$ cat config.mk
export PLATFORM = sky130hd
export DESIGN_NAME = stepper_velocity_ramp_period
export DESIGN_NICKNAME = d
export VERILOG_FILES = /design/src/hw/rtl/svr_pkg.sv /design/src/hw/rtl/svr_div.sv /design/src/hw/rtl/svr_lane.sv /design/src/hw/rtl/stepper_velocity_ramp_period.sv
export SDC_FILE = /design/constraint.sdc
export NUM_CORES = 1
export LEC_CHECK = 0
export BUFFER_PORTS_ARGS = -buffer_cell sky130_fd_sc_hd__buf_2
export CORE_ASPECT_RATIO = 1.75
export CORE_MARGIN = 2
export CORE_UTILIZATION = 50
export CTS_CLUSTER_DIAMETER = 150
export CTS_CLUSTER_SIZE = 8
export DETAILED_ROUTE_END_ITERATION = 8
export PLACE_DENSITY = 0.73
export SYNTH_ARGS = -nofsm -noshare
export SYNTH_HDL_FRONTEND = slang
export SYNTH_SLANG_ARGS = --single-unit
$ cat constraint.sdc
create_clock -name clk -period 8.8 [get_ports clk]
set_input_delay 0.88 -clock clk [delete_from_list [all_inputs] [get_ports clk]]
set_output_delay 0.88 -clock clk [all_outputs]
set_load 0.02 [all_outputs]
$ cat src/hw/rtl/svr_pkg.sv
// ----------------------------------------------------------------------------
// svr_pkg
// Shared types and constants for the two-wheel stepper speed ramp.
// ----------------------------------------------------------------------------
`default_nettype none

package svr_pkg;

  // width of the period numerator register and of the divider quotient
  localparam int NUM_WIDTH = 32;

  // register reset values
  localparam logic [31:0] ACCEL_RESET = 32'd256;
  localparam logic [31:0] NUMER_RESET = 32'd3015929;

  // register indexes on the config port
  localparam logic REG_ACCEL = 1'b0;
  localparam logic REG_NUMER = 1'b1;

  // control from the sequencer to one wheel lane
  typedef struct packed {
    logic start;  // take a transaction this cycle
    logic load;   // load targets instead of ramping
  } lane_ctl_t;

  // status from one wheel lane
  typedef struct packed {
    logic busy;   // ramp or period division in progress
    logic done;   // one-cycle pulse, results stable until next start
  } lane_sts_t;

endpackage

`default_nettype wire

$ cat src/hw/rtl/svr_div.sv
// ----------------------------------------------------------------------------
// svr_div
// Restoring radix-2 divider: one quotient bit per cycle, flags zero divisor.
// ----------------------------------------------------------------------------
`default_nettype none

module svr_div #(
  parameter int SPEED_WIDTH = 24
) (
  input  wire logic                           clk,
  input  wire logic                           rst,
  input  wire logic                           start,
  input  wire logic [svr_pkg::NUM_WIDTH-1:0]  numer,
  input  wire logic [SPEED_WIDTH-1:0]         divisor,
  output logic                                done,
  output logic                                div_zero,
  output logic [svr_pkg::NUM_WIDTH-1:0]       quotient
);

  localparam int NW   = svr_pkg::NUM_WIDTH;
  localparam int CntW = $clog2(NW + 1);

  logic                   busy;
  logic [CntW-1:0]        cnt;
  logic [SPEED_WIDTH-1:0] rem;
  logic [SPEED_WIDTH-1:0] dvs;
  logic [NW-1:0]          qr;

  logic [SPEED_WIDTH+1:0] trial;
  logic [SPEED_WIDTH:0]   shifted;
  logic                   ge;

  // trial subtract of the divisor from the shifted partial remainder
  always_comb begin
    shifted = {rem, qr[NW-1]};
    trial   = {1'b0, shifted} - {2'b00, dvs};
    ge      = ~trial[SPEED_WIDTH+1];
  end

  // control
  always_ff @(posedge clk) begin
    if (rst) begin
      busy <= 1'b0;
      done <= 1'b0;
      cnt  <= '0;
    end else begin
      done <= 1'b0;
      if (start) begin
        busy <= 1'b1;
        cnt  <= CntW'(NW);
      end else if (busy) begin
        cnt <= cnt - CntW'(1);
        if (cnt == CntW'(1)) begin
          busy <= 1'b0;
          done <= 1'b1;
        end
      end
    end
  end

  // datapath
  always_ff @(posedge clk) begin
    if (start) begin
      rem      <= '0;
      dvs      <= divisor;
      qr       <= numer;
      div_zero <= (divisor == '0);
    end else if (busy) begin
      rem <= ge ? trial[SPEED_WIDTH-1:0] : shifted[SPEED_WIDTH-1:0];
      qr  <= {qr[NW-2:0], ge};
    end
  end

  assign quotient = qr;

endmodule

`default_nettype wire

$ cat src/hw/rtl/svr_lane.sv
// ----------------------------------------------------------------------------
// svr_lane
// One wheel: target and current speed, ramp step and step period.
// ----------------------------------------------------------------------------
`default_nettype none

module svr_lane #(
  parameter int SPEED_WIDTH  = 24,
  parameter int PERIOD_WIDTH = 16
) (
  input  wire logic                           clk,
  input  wire logic                           rst,
  input  wire svr_pkg::lane_ctl_t             ctl,
  input  wire logic [SPEED_WIDTH-1:0]         target_in,
  input  wire logic [SPEED_WIDTH-2:0]         accel,
  input  wire logic [svr_pkg::NUM_WIDTH-1:0]  numer,
  output svr_pkg::lane_sts_t                  sts,
  output logic                                neg,
  output logic [PERIOD_WIDTH-1:0]             reload,
  output logic [PERIOD_WIDTH-2:0]             compare,
  output logic [SPEED_WIDTH-1:0]              speed
);

  localparam int NW = svr_pkg::NUM_WIDTH;
  localparam logic [NW-1:0] PerMaxW = NW'((64'd1 << PERIOD_WIDTH) - 64'd1);

  typedef enum logic [2:0] {
    L_IDLE  = 3'b001,
    L_ISSUE = 3'b010,
    L_WAIT  = 3'b100
  } lane_state_t;

  lane_state_t             state;
  logic [SPEED_WIDTH-1:0]  current;
  logic [SPEED_WIDTH-1:0]  target;
  logic [SPEED_WIDTH-1:0]  current_next;
  logic [PERIOD_WIDTH-1:0] period;
  logic [PERIOD_WIDTH-1:0] period_next;
  logic                    done;

  logic [SPEED_WIDTH:0]    diff;
  logic [SPEED_WIDTH:0]    gap;
  logic [SPEED_WIDTH:0]    acc_ext;
  logic [SPEED_WIDTH-1:0]  mag;

  logic                    div_start;
  logic                    div_done;
  logic                    div_zero;
  logic [NW-1:0]           quotient;

  // ramp one step toward the target, snap when the gap is below the step
  always_comb begin
    diff    = {current[SPEED_WIDTH-1], current} - {target[SPEED_WIDTH-1], target};
    gap     = diff[SPEED_WIDTH] ? (~diff + (SPEED_WIDTH+1)'(1)) : diff;
    acc_ext = {2'b00, accel};
    priority if (gap < acc_ext) begin
      current_next = target;
    end else if (diff[SPEED_WIDTH]) begin
      current_next = current + {1'b0, accel};
    end else if (diff != '0) begin
      current_next = current - {1'b0, accel};
    end else begin
      current_next = current;
    end
  end

  // speed magnitude for the divider
  assign mag = current[SPEED_WIDTH-1] ? (~current + SPEED_WIDTH'(1)) : current;

  // saturate the quotient into the period range
  always_comb begin
    priority if (div_zero || (quotient > PerMaxW)) begin
      period_next = '1;
    end else if (quotient == '0) begin
      period_next = PERIOD_WIDTH'(1);
    end else begin
      period_next = quotient[PERIOD_WIDTH-1:0];
    end
  end

  assign div_start = (state == L_ISSUE);

  svr_div #(
    .SPEED_WIDTH (SPEED_WIDTH)
  ) u_div (
    .clk      (clk),
    .rst      (rst),
    .start    (div_start),
    .numer    (numer),
    .divisor  (mag),
    .done     (div_done),
    .div_zero (div_zero),
    .quotient (quotient)
  );

  // lane sequencer and speed state
  always_ff @(posedge clk) begin
    if (rst) begin
      state   <= L_IDLE;
      current <= '0;
      target  <= '0;
      done    <= 1'b0;
    end else begin
      done <= 1'b0;
      unique case (state)
        L_IDLE: begin
          if (ctl.start) begin
            if (ctl.load) begin
              target <= target_in;
            end else begin
              current <= current_next;
            end
            state <= L_ISSUE;
          end
        end
        L_ISSUE: begin
          state <= L_WAIT;
        end
        L_WAIT: begin
          if (div_done) begin
            state <= L_IDLE;
            done  <= 1'b1;
          end
        end
        default: begin
          state <= L_IDLE;
        end
      endcase
    end
  end

  // period register
  always_ff @(posedge clk) begin
    if (div_done) begin
      period <= period_next;
    end
  end

  assign sts.busy = (state != L_IDLE);
  assign sts.done = done;
  assign neg      = current[SPEED_WIDTH-1];
  assign speed    = current;
  assign reload   = period - PERIOD_WIDTH'(1);
  assign compare  = period[PERIOD_WIDTH-1:1];

endmodule

`default_nettype wire

$ cat src/hw/rtl/stepper_velocity_ramp_period.sv
// ----------------------------------------------------------------------------
// stepper_velocity_ramp_period
// Two-wheel stepper speed ramp with step timer reload and compare values.
// ----------------------------------------------------------------------------
// Usage:
//   Input channel (in_valid / in_stall): mode 0 loads new signed target
//   speeds, mode 1 is a ramp tick that moves each current speed at most one
//   accel_step toward its target. Every input transaction yields exactly
//   one output transaction (out_valid / out_stall) with direction bits,
//   timer reload (period - 1), compare (period / 2) and current speeds.
//   One transaction is in work at a time, so a new one is taken only after
//   the previous result has entered the output register. Each wheel lane
//   has its own radix-2 period divider, and both run side by side.
//   A finished result sits in the output register while the next input is
//   taken; if the receiver still stalls when the next result is ready, the
//   block holds that result and stalls its input until the register frees.
//   Registers (APB, 0x0 accel_step, 0x4 period_numerator) must be written
//   only while idle; the block itself does not enforce this. Reset clears
//   all speeds and targets to zero, sets accel_step to 256 and
//   period_numerator to 3015929, and empties the output register.
// ----------------------------------------------------------------------------
`default_nettype none

module stepper_velocity_ramp_period #(
  parameter int SPEED_WIDTH  = 24,
  parameter int PERIOD_WIDTH = 16
) (
  input  wire logic                    clk,
  input  wire logic                    rst,
  // config port
  input  wire logic                    psel,
  input  wire logic                    penable,
  input  wire logic                    pwrite,
  input  wire logic [2:0]              paddr,
  input  wire logic [31:0]             pwdata,
  output logic [31:0]                  prdata,
  output logic                         pready,
  // input channel
  input  wire logic                    in_valid,
  output logic                         in_stall,
  input  wire logic                    mode,
  input  wire logic [SPEED_WIDTH-1:0]  target_left,
  input  wire logic [SPEED_WIDTH-1:0]  target_right,
  // output channel
  output logic                         out_valid,
  input  wire logic                    out_stall,
  output logic                         dir_left,
  output logic                         dir_right,
  output logic [PERIOD_WIDTH-1:0]      reload_left,
  output logic [PERIOD_WIDTH-2:0]      compare_left,
  output logic [PERIOD_WIDTH-1:0]      reload_right,
  output logic [PERIOD_WIDTH-2:0]      compare_right,
  output logic [SPEED_WIDTH-1:0]       speed_left,
  output logic [SPEED_WIDTH-1:0]       speed_right
);

  localparam int NW = svr_pkg::NUM_WIDTH;

  typedef enum logic [2:0] {
    T_IDLE = 3'b001,
    T_BUSY = 3'b010,
    T_HOLD = 3'b100
  } top_state_t;

  top_state_t          state;
  logic [SPEED_WIDTH-2:0] accel;
  logic [NW-1:0]       numer;
  logic                cfg_wr;
  logic                in_take;
  logic                out_free;
  logic                res_ready;

  svr_pkg::lane_ctl_t  ctl;
  svr_pkg::lane_sts_t  sts_l;
  svr_pkg::lane_sts_t  sts_r;

  logic                    neg_l, neg_r;
  logic [PERIOD_WIDTH-1:0] rel_l, rel_r;
  logic [PERIOD_WIDTH-2:0] cmp_l, cmp_r;
  logic [SPEED_WIDTH-1:0]  spd_l, spd_r;

  // config registers
  assign pready = 1'b1;
  assign cfg_wr = psel & penable & pwrite & pready;

  always_ff @(posedge clk) begin
    if (rst) begin
      accel <= (SPEED_WIDTH-1)'(svr_pkg::ACCEL_RESET);
      numer <= svr_pkg::NUMER_RESET;
    end else if (cfg_wr) begin
      unique case (paddr[2])
        svr_pkg::REG_ACCEL: accel <= pwdata[SPEED_WIDTH-2:0];
        svr_pkg::REG_NUMER: numer <= pwdata;
        default: begin
        end
      endcase
    end
  end

  always_comb begin
    unique case (paddr[2])
      svr_pkg::REG_ACCEL: prdata = 32'(accel);
      svr_pkg::REG_NUMER: prdata = numer;
      default:            prdata = '0;
    endcase
  end

  // input handshake
  assign in_stall  = (state != T_IDLE);
  assign in_take   = in_valid & ~in_stall;
  assign ctl.start = in_take;
  assign ctl.load  = ~mode;

  // wheel lanes
  svr_lane #(
    .SPEED_WIDTH  (SPEED_WIDTH),
    .PERIOD_WIDTH (PERIOD_WIDTH)
  ) u_lane_left (
    .clk       (clk),
    .rst       (rst),
    .ctl       (ctl),
    .target_in (target_left),
    .accel     (accel),
    .numer     (numer),
    .sts       (sts_l),
    .neg       (neg_l),
    .reload    (rel_l),
    .compare   (cmp_l),
    .speed     (spd_l)
  );

  svr_lane #(
    .SPEED_WIDTH  (SPEED_WIDTH),
    .PERIOD_WIDTH (PERIOD_WIDTH)
  ) u_lane_right (
    .clk       (clk),
    .rst       (rst),
    .ctl       (ctl),
    .target_in (target_right),
    .accel     (accel),
    .numer     (numer),
    .sts       (sts_r),
    .neg       (neg_r),
    .reload    (rel_r),
    .compare   (cmp_r),
    .speed     (spd_r)
  );

  // merge lane results into the output register
  assign out_free  = ~out_valid | ~out_stall;
  assign res_ready = (sts_l.done & sts_r.done) | (state == T_HOLD);

  always_ff @(posedge clk) begin
    if (rst) begin
      state     <= T_IDLE;
      out_valid <= 1'b0;
    end else begin
      if (out_valid & ~out_stall) begin
        out_valid <= 1'b0;
      end
      unique case (state)
        T_IDLE: begin
          if (in_take) begin
            state <= T_BUSY;
          end
        end
        T_BUSY, T_HOLD: begin
          if (res_ready) begin
            if (out_free) begin
              out_valid <= 1'b1;
              state     <= T_IDLE;
            end else begin
              state <= T_HOLD;
            end
          end
        end
        default: begin
          state <= T_IDLE;
        end
      endcase
    end
  end

  always_ff @(posedge clk) begin
    if ((state != T_IDLE) && res_ready && out_free) begin
      dir_left      <= ~neg_l;
      dir_right     <= neg_r;
      reload_left   <= rel_l;
      compare_left  <= cmp_l;
      reload_right  <= rel_r;
      compare_right <= cmp_r;
      speed_left    <= spd_l;
      speed_right   <= spd_r;
    end
  end

  // lanes run in lockstep
  assert property (@(posedge clk) disable iff (rst)
    (sts_l.done == sts_r.done) && (sts_l.busy == sts_r.busy))
    else $error("wheel lanes out of step");

  // no transaction is taken while a lane works
  assert property (@(posedge clk) disable iff (rst)
    sts_l.busy |-> in_stall)
    else $error("input taken while lane busy");

  // lane results only arrive while the sequencer waits for them
  assert property (@(posedge clk) disable iff (rst)
    sts_l.done |-> (state == T_BUSY))
    else $error("lane done outside busy state");

  // a new result appears only after lanes finish or from a held result
  assert property (@(posedge clk) disable iff (rst)
    $rose(out_valid) |-> ($past(sts_l.done) || $past(state == T_HOLD)))
    else $error("output valid without a finished result");

endmodule

`default_nettype wire
==> results of run 1 <==
==> synthesized netlist by cell type (8+ instances only) <==
cell and instances:
nand2_1 625, edfxtp_1 257, a21oi_1 242, dfxtp_1 227
nor2_1 205, o21ai_0 199, ha_1 197, xnor2_1 181
inv_1 172, clkbuf_1 113, mux2i_1 74, nor3_1 73
xor2_1 73, nand2b_1 70, nand3_1 52, a21o_1 48
a31oi_1 37, nor4_1 36, a211oi_1 28, nand4_1 28
o21a_1 28, nor2b_1 27, nand3b_1 24, o21ai_1 24
or3_1 24, and2_1 21, or4_1 21, o31ai_1 20
o211ai_1 16, or2_2 15, a211o_1 9, and3_1 8
nor3b_1 8, o21ai_2 8
==> worst max-delay path by stage <==
stage | from | end | slack [ps] | cells after the start
finish | u_lane_right.speed[0] | u_lane_right.speed[5] | 1370 | 24
global route | u_lane_right.speed[0] | u_lane_right.speed[12] | 910 | 24
CTS | u_lane_right.speed[0] | u_lane_right.speed[5] | 1560 | 24
detailed placement | u_lane_right.speed[0] | u_lane_right.speed[23] | 1590 | 24
global placement | u_lane_right.speed[0] | u_lane_right.speed[23] | 1720 | 24
floorplan | out_stall | compare_left[0] | 2070 | 1
==> critical path: stages (launching register included) <==
cell	delay [ps]
dfxtp_1	490
inv_1	130
ha_1	250
fa_1	420
nor2b_1	260
o31ai_2	140
a21o_1	220
a2111oi_2	550
o311a_1	270
nor2_1	100
o22ai_2	780
buf_4	290
a21oi_1	60
xor2_1	160
ha_1	330
nand4_1	120
a2111oi_0	530
a211oi_1	190
o211ai_1	190
a21o_1	220
nand4b_1	170
o311a_1	440
nor2_2	810
nand2_1	110
o21ai_1	110
==> cell families after synthesis <==
family / Yosys count / share of synthesized area
AND/OR/NAND/NOR: 1269 / 0.1979
AO/OA/AOI/OAI: 762 / 0.1600
flip-flops: 484 / 0.4126
buffers and inverters: 311 / 0.04147
XOR/XNOR: 254 / 0.07486
adder cells (fa/ha/maj): 203 / 0.08698
multiplexers: 77 / 0.02606
other: 1 / 0.0001262
==> stage by stage <==
step / hold WS, ps / cell area [um^2] / util / instances
finish: 456.0 / 33680 / 0.5718 / 4393
detailed placement: 446.9 / 31550 / 0.5356 / 4266
floorplan: 434.8 / 29720 / - / 3361
global placement: 443.0 / 31550 / 0.5356 / 4266
CTS: 448.8 / 33670 / 0.5716 / 4389
global route: 471.9 / 33670 / 0.5716 / 4390
==> area by class of cell <==
type,instances,area share
sequential,484,0.3640
timing repair buffer,260,0.04064
clock buffer,116,0.05776
multi-input combinational,2566,0.4834
antenna,4,0.0002972
clock inverter,7,0.005238
tap,780,0.02897
inverter,176,0.01961
==> per-layer routing <==
| layer | up-vias | share of wire | routed length, um |
|---|---|---|---|
| met1 | 11780 | 0.38 | 31070 |
| met4 | 0 | 0.066 | 5465 |
| li1 | 12320 | - | - |
| met5 | - | 0 | 0 |
| met2 | 787 | 0.50 | 41470 |
| met3 | 245 | 0.052 | 4295 |
==> results.md, run 1 <==
- Max Transition Viols Final: 0
- Fmax: 0.1345 GHz
- 1st-iter DRT viols: about 1600
- Pre-CTS setup slack: between 1500 and 2000 ps
- Yosys warns: 0
- Total number of vias: 25130
- Layout cells sized above 1: 0.1119
- Mapped cell area: ~30000 um^2
- Kind of end point of the critical path: flip-flop
- Combined area of the multi-input logic cells: ~16000 um^2
- Initial Utilization: 0.5045
- Hold Buf Count CTS: 0
- Setup crit start kind: flip-flop
- Commonest cells after routing, fill and taps aside: 625 x nand2_1, 257 x edfxtp_1, 241 x a21oi_1
- Grt ovf: 0
- CTS sink count: 484
- Crit share post-route: 0.8448
- Chip Width: roughly 190 um
- Initial antenna violation count: 2
- Max cap viols: 0
- # nets final: 3852
- Root Buffer: clkbuf_16
- Clk_skew: approximately 43 ps
- Crit path kind: flip-flop to flip-flop
- Area growth syn-to-layout: 13.34%
- Total negative slack: 0 ps
- Via-to-Cell Ratio: between 5 and 6
- Most common cell after layout, fill and taps aside: nand2_1
- Hpwl dp: 62330 um
- Largest net degree at the start of global routing: 76
- # IOs: about 240
- Worst reg2reg startpoint: u_lane_right.speed[0]
- Grt met2 use: 0.4733
- Register Area: between 10000 and 15000 um^2
- Ys flop type: edfxtp_1
- H-tree levels: 3
- CP Max Fanout: 23
- Bufs on Longest Clock Path: 3
- Post-synthesis sequential area ratio: 0.4126
- Clk_lat worst skew: roughly 630 ps
- Clock transition at the registers of the reported paths: around 60 ps
- Share of the synthesized area in the top cell type: 0.2597
- Placer Congestion: approximately 0.98
- Post-synth EDFFs: between 200 and 300
- GR Util All Layers: 0.2627
- Pre-antenna DRT Iters: 6
- HP Class: flip-flop to flip-flop
- RR Endpoint: u_lane_right.speed[5]
- Setup bufs post-CTS: 0
- Post-route ant nets: 0
- Synth top area cells: edfxtp_1 26%, dfxtp_1 15%, ha_1 8.3%, nand2_1 7.9%, xnor2_1 5.3%
- Hold worst-path end: accel[18]
- CP required: 9310 ps
- Endpoints failing hold: 0
- Hold Path Origin: accel[18]
- Met1 Usage GRT: 0.2912
- WP data arrival: 7950 ps
- Least-Margin Pin Slew: 1176 ps
- Status: finished clean
- Row cnt: 118
- Die H: between 300 and 400 um
- Worst R2R Setup Slack: between 1000 and 1500 ps
- Ys async rst share: 0
- Synth Register Bits: slightly below 500
- Syn avg cell area: between 8 and 9 um^2
- # fillers: between 5000 and 6000
- GR Layer Usage met3: 0.03416
- Post-Synthesis Cells: 3361
- Hold path depth: 2
- Die footprint: slightly above 60000 um^2
- Distinct cells, synth: between 90 and 100
- Yosys top cell by area: edfxtp_1
- Synthesized Nets: between 3000 and 4000
- Cts bufs inserted: 70
- R2R depth: 24
- Clock period minus worst slack: between 7000 and 8000 ps
- Slew margin rel.: 0.2151
- Final worst setup slack: ~1400 ps
- WL final: 82290 um
- RSZ-0062 raised after global routing: no
- CTS tree: done
- Routed len/inst: around 19 um
- PortBufs: about 230
- GRT busiest layer: met2
- Core area: 58910 um^2
- DRC: 0
- Vias in the first global route: about 24000
- First-pass GRT wire length: ~130000 um
- # resized after CTS: 0
- Final setup fails: 0
Power of run 1 is not shown: default switching activity piles up to over one toggle a cycle in this logic, so the estimate is an artifact.
==> run 2, diff against run 1 <==
- clock period: 8.8 -> 7.4 ns (I/O delays scaled with it)
==> run 2 against run 1 <==
Clock-buffer cell count down 2. Clock skew rose by 5.2 ps. Flip-flop and latch count stayed put. Utilization increased by 0.24 points. First-iteration DRC count is 0.42% higher. Global-route usage grew 0.58 points. Sequential share of layout area decreased by 0.15 points. Critical path type unchanged. Largest cell class unchanged.
==> results.md, run 2 (synthesis results as in run 1) <==
- Status: finished clean (unchanged)
- Post-route ant nets: 0 (unchanged)
- Initial antenna violation count: 5 (was 2)
- Clk_skew: 47.97 ps (was 42.72 ps)
- Max Transition Viols Final: 0 (unchanged)
- Total number of vias: 25340 (was 25130)
- CP required: 7920 ps (was 9310 ps)
- Chip Width: 188.3 um (unchanged)
- Root Buffer: clkbuf_16 (unchanged)
- Cells after DPL: 4284 (was 4266)
- Placer Congestion: 0.9823 (was 0.9750)
- Clock period minus worst slack: 6822 ps (was 7434 ps)
- First-pass GRT wire length: 130400 um (was 128100 um)
- Die footprint: 61480 um^2 (unchanged)
- Register Area: 12260 um^2 (unchanged)
- WL final: 83750 um (was 82290 um)
- Crit share post-route: 0.9220 (was 0.8448)
- CP Max Fanout: 8 (was 23)
- Cts bufs inserted: 70 (unchanged)
- Total negative slack: 0 ps (unchanged)
- Routed len/inst: 19.00 um (was 18.73 um)
- Pre-antenna DRT Iters: 8 (was 6)
- Core area: 58910 um^2 (unchanged)
- Cell Count, Final, Fillers Out: 4407 (was 4393)
- Worst R2R Setup Slack: 580 ps (was 1370 ps)
- Kind of end point of the critical path: flip-flop (unchanged)
- Least-Margin Pin Slew: 1246 ps (was 1176 ps)
- Setup crit start kind: flip-flop (unchanged)
- Slew margin rel.: 0.1664 (was 0.2151)
- Clk_lat worst skew: 630 ps (about the same)
- Endpoints failing hold: 0 (unchanged)
- PortBufs: 234 (unchanged)
- WP data arrival: 7340 ps (was 7950 ps)
- RSZ-0062 raised after global routing: no (unchanged)
- 1st-iter DRT viols: 1656 (was 1649)
- Fmax: 0.1466 GHz (was 0.1345 GHz)
- Grt ovf: 0 (unchanged)
- Area growth syn-to-layout: 13.82% (was 13.34%)
- # resized after CTS: 0 (unchanged)
- Setup bufs post-CTS: 0 (unchanged)
- Most common cell after layout, fill and taps aside: nand2_1 (unchanged)
- Initial Utilization: 0.5045 (unchanged)
- CTS tree: done (unchanged)
- Hold Buf Count CTS: 0 (unchanged)
- H-tree levels: 3 (unchanged)
- GR Util All Layers: 0.2685 (was 0.2627)
- Die H: 326.5 um (unchanged)
- Final setup fails: 0 (unchanged)
- Clock transition at the registers of the reported paths: 70 ps (was 60 ps)
- HP Class: input pin to flip-flop (was flip-flop to flip-flop)
- Layout cells sized above 1: 0.1161 (was 0.1119)
- Max cap viols: 0 (unchanged)
- Row cnt: 118 (unchanged)
- Vias in the first global route: 24610 (was 24200)
- Commonest cells after routing, fill and taps aside: 625 x nand2_1, 257 x edfxtp_1, 241 x a21oi_1 (unchanged)
- CTS sink count: 484 (unchanged)
- Largest net degree at the start of global routing: 80 (was 76)
- DRC: 0 (unchanged)
- Hpwl dp: 63250 um (was 62330 um)
- Combined area of the multi-input logic cells: 16280 um^2 (about the same)
- # fillers: 5347 (was 5260)
- Crit path kind: flip-flop to flip-flop (unchanged)
- Bufs on Longest Clock Path: 3 (unchanged)
- Via-to-Cell Ratio: 5.749 (was 5.720)
- # IOs: 238 (unchanged)
- # nets final: 3870 (was 3852)
## run 2: cell count changes in the layout (fill, tap and decap cells not counted)
cell,before,now
clkbuf_1,45,43
inv_16,2,1
nor2_1,202,203
nor2_2,4,3
diode_2,4,2
clkinv_8,1,0
buf_4,27,45
clkinv_16,4,6
## run 2: metrics by stage
step	hold WS [ps]	setup slack [ps]	cell area, um^2	util
6_report	358.4	577.6	33830	0.5742
5_1_grt	357.3	188.4	33830	0.5742
4_1_cts	339.9	638.8	33820	0.5741
3_5_place_dp	450.1	677.9	31680	0.5378
3_3_place_gp	444.3	836.0	31680	0.5378
2_1_floorplan	434.8	712.7	29720	-
## run 2: area by class of cell
class,count,area share
diodes,2,0.0001480
clock buffers,114,0.05730
clock inverters,7,0.005918
inverters,176,0.01953
multi-input cells,2566,0.4813
flip-flops and latches,484,0.3625
well taps,780,0.02885
repair buffers,278,0.04446
## run 2: critical path: stages (launching register included)
cell,delay [ps]
dfxtp_1,580
inv_1,200
fa_1,490
nor2b_1,250
o31ai_2,130
a21o_1,210
a2111oi_2,540
o311a_1,270
nor2_1,100
o22ai_2,300
buf_4,230
nand2_1,70
xnor2_1,440
ha_1,370
and3_1,220
a221oi_1,330
buf_4,190
nand2_1,50
o221ai_1,310
o21ai_0,230
o41ai_1,450
xor2_1,200
or4bb_1,400
a31oi_1,160
## run 2: worst paths after layout
kind                                       startpoint                     end  depth (start not counted)
worst max-delay path            u_lane_right.speed[1]  u_lane_right.speed[23]                         23
worst min-delay path                  target_left[12]  u_lane_left.target[12]                          3
worst max register to register  u_lane_right.speed[1]  u_lane_right.speed[23]                         23
worst min register to register               accel[9]                accel[9]                          2
## run 2: routing by layer
layer  wire [um]  GRT usage  share of wire  up-vias
met5          22          0        0.00026        -
met3        4587    0.03803          0.055      229
met1       31130     0.2928           0.37    11960
li1            -          -              -    12340
met2       42450     0.4851           0.51      799
met4        5555     0.1724          0.066        4
Power of run 2 is left out for the same reason.
==> run 3, diff against run 2 <==
- CORE_UTILIZATION: 50 -> 56
- PLACE_DENSITY: 0.73 -> 0.8
==> run 3 against run 2 <==
Global-route usage grew 2.7 points. Fmax up 1.1%. Sequential share of layout area grew 0.23 points. Critical path depth shrank 1. Critical path type unchanged. Non-clock buffer count fell by 9. Via count rose by 1.6%.
==> results.md, run 3 (synthesis results as in run 1) <==
- PortBufs: 234 (unchanged)
- Most common cell after layout, fill and taps aside: nand2_1 (unchanged)
- 1st-iter DRT viols: 2154 (was 1656)
- Clk_skew: 34.66 ps (was 47.97 ps)
- Slew margin rel.: 0.2360 (was 0.1664)
- Post-route ant nets: 0 (unchanged)
- Vias in the first global route: 24810 (was 24610)
- CTS sink count: 484 (unchanged)
- Bufs on Longest Clock Path: 3 (unchanged)
- Crit share post-route: 0.9120 (was 0.9220)
- HP Class: input pin to flip-flop (unchanged)
- Cts bufs inserted: 70 (unchanged)
- Die footprint: 55000 um^2 (was 61480 um^2)
- R2R depth: 22 (was 23)
- RSZ-0062 raised after global routing: no (unchanged)
- Hold path depth: 3 (unchanged)
- Clock transition at the registers of the reported paths: 50 ps (was 70 ps)
- WP data arrival: 7280 ps (was 7340 ps)
- Least-Margin Pin Slew: 1144 ps (was 1246 ps)
- Clk_lat worst skew: 620 ps (was 630 ps)
- Crit path kind: flip-flop to flip-flop (unchanged)
- # resized after CTS: 0 (unchanged)
- Row cnt: 111 (was 118)
- Endpoints failing hold: 0 (unchanged)
- Total negative slack: 0 ps (unchanged)
- # nets final: 3861 (was 3870)
- Via-to-Cell Ratio: 5.986 (was 5.749)
- WL final: 82130 um (was 83750 um)
- Initial antenna violation count: 2 (was 5)
- CTS tree: done (unchanged)
- Chip Width: 178.1 um (was 188.3 um)
- Root Buffer: clkbuf_16 (unchanged)
- H-tree levels: 3 (unchanged)
- Max cap viols: 0 (unchanged)
- Core area: 52360 um^2 (was 58910 um^2)
- Setup bufs post-CTS: 0 (unchanged)
- Clock period minus worst slack: 6749 ps (was 6822 ps)
- Initial Utilization: 0.5676 (was 0.5045)
- Hold Buf Count CTS: 0 (unchanged)
- Largest net degree at the start of global routing: 68 (was 80)
- # IOs: 238 (unchanged)
- Max Transition Viols Final: 0 (unchanged)
- Layout cells sized above 1: 0.1139 (was 0.1161)
- Setup crit start kind: flip-flop (unchanged)
- DRC: 0 (unchanged)
- Die H: 308.7 um (was 326.5 um)
- Pre-antenna DRT Iters: 8 (unchanged)
- CP Max Fanout: 27 (was 8)
- CP required: 7930 ps (was 7920 ps)
- Grt ovf: 0 (unchanged)
- Total number of vias: 25740 (was 25340)
- Routed len/inst: 19.10 um (was 19.00 um)
- GR Util All Layers: 0.2956 (was 0.2685)
- Kind of end point of the critical path: flip-flop (unchanged)
- Worst R2R Setup Slack: 650 ps (was 580 ps)
- # fillers: 4248 (was 5347)
- First-pass GRT wire length: 127500 um (was 130400 um)
- Commonest cells after routing, fill and taps aside: 625 x nand2_1, 257 x edfxtp_1, 241 x a21oi_1 (unchanged)
- Final setup fails: 0 (unchanged)
- Hpwl dp: 61170 um (was 63250 um)
- Placer Congestion: 0.9916 (was 0.9823)
- Fmax: 0.1482 GHz (was 0.1466 GHz)
- Area growth syn-to-layout: 13.11% (was 13.82%)
- WHS: 355.8 ps (was 358.4 ps)
- Status: finished clean (unchanged)
run 3: cell count changes in the layout (fill, tap and decap cells not counted):
cell,previous run,this run
buf_4,45,36
clkbuf_1,43,44
clkinv_16,6,4
clkinv_8,0,1
diode_2,2,4
inv_16,1,2
run 3: worst paths after layout:
path,start,to
max,u_lane_right.speed[1],u_lane_right.speed[23]
min,pwdata[0],numer[0]
max reg2reg,u_lane_right.speed[1],u_lane_right.speed[23]
min reg2reg,accel[9],accel[9]
run 3: area by class of cell:
| class | instances | area (um^2) | share of cell area |
|---|---|---|---|
| Inverter | 176 | 660.6 | 0.01965 |
| Clock inverter | 7 | 176.4 | 0.005248 |
| Sequential cell | 484 | 12260 | 0.3648 |
| Clock buffer | 115 | 1942 | 0.05777 |
| Tap cell | 678 | 848.3 | 0.02524 |
| Antenna cell | 4 | 10.01 | 0.0002978 |
| Timing Repair Buffer | 269 | 1436 | 0.04273 |
| Multi-Input combinational cell | 2566 | 16280 | 0.4843 |
run 3: stage by stage:
stage	util	setup WS (ps)	cell area, um^2	cells
2_1_floorplan	-	712.7	29720	3361
3_3_place_gp	0.6014	876.8	31490	4173
3_5_place_dp	0.6014	824.0	31490	4173
4_1_cts	0.6418	810.2	33610	4295
5_1_grt	0.6419	165.6	33610	4296
6_report	0.6420	651.3	33620	4299
run 3: metal layers:
layer	vias to the layer above	part of all wire	track usage
li1	12330	-	-
met1	12030	0.36	0.3188
met2	1040	0.49	0.5153
met3	335	0.066	0.04363
met4	2	0.086	0.2286
met5	-	0.00012	0
run 3: worst max-delay path: stages (launching register included):
cell       delay (ps)
dfxtp_1           570
inv_1             190
fa_1              480
nor2b_1           230
o31ai_2           120
a21o_1            210
a2111oi_2         590
o311a_1           270
nor2_1             80
o22ai_2            90
buf_4             310
nand2_1           110
xnor2_1           450
ha_1              380
and3_1            190
a221oi_1          580
nand2_1           100
o221ai_1          350
o21ai_0           240
o41ai_1           350
xor2_1            190
or4bb_1           410
a31oi_1           180
Power of run 3 is left out for the same reason.
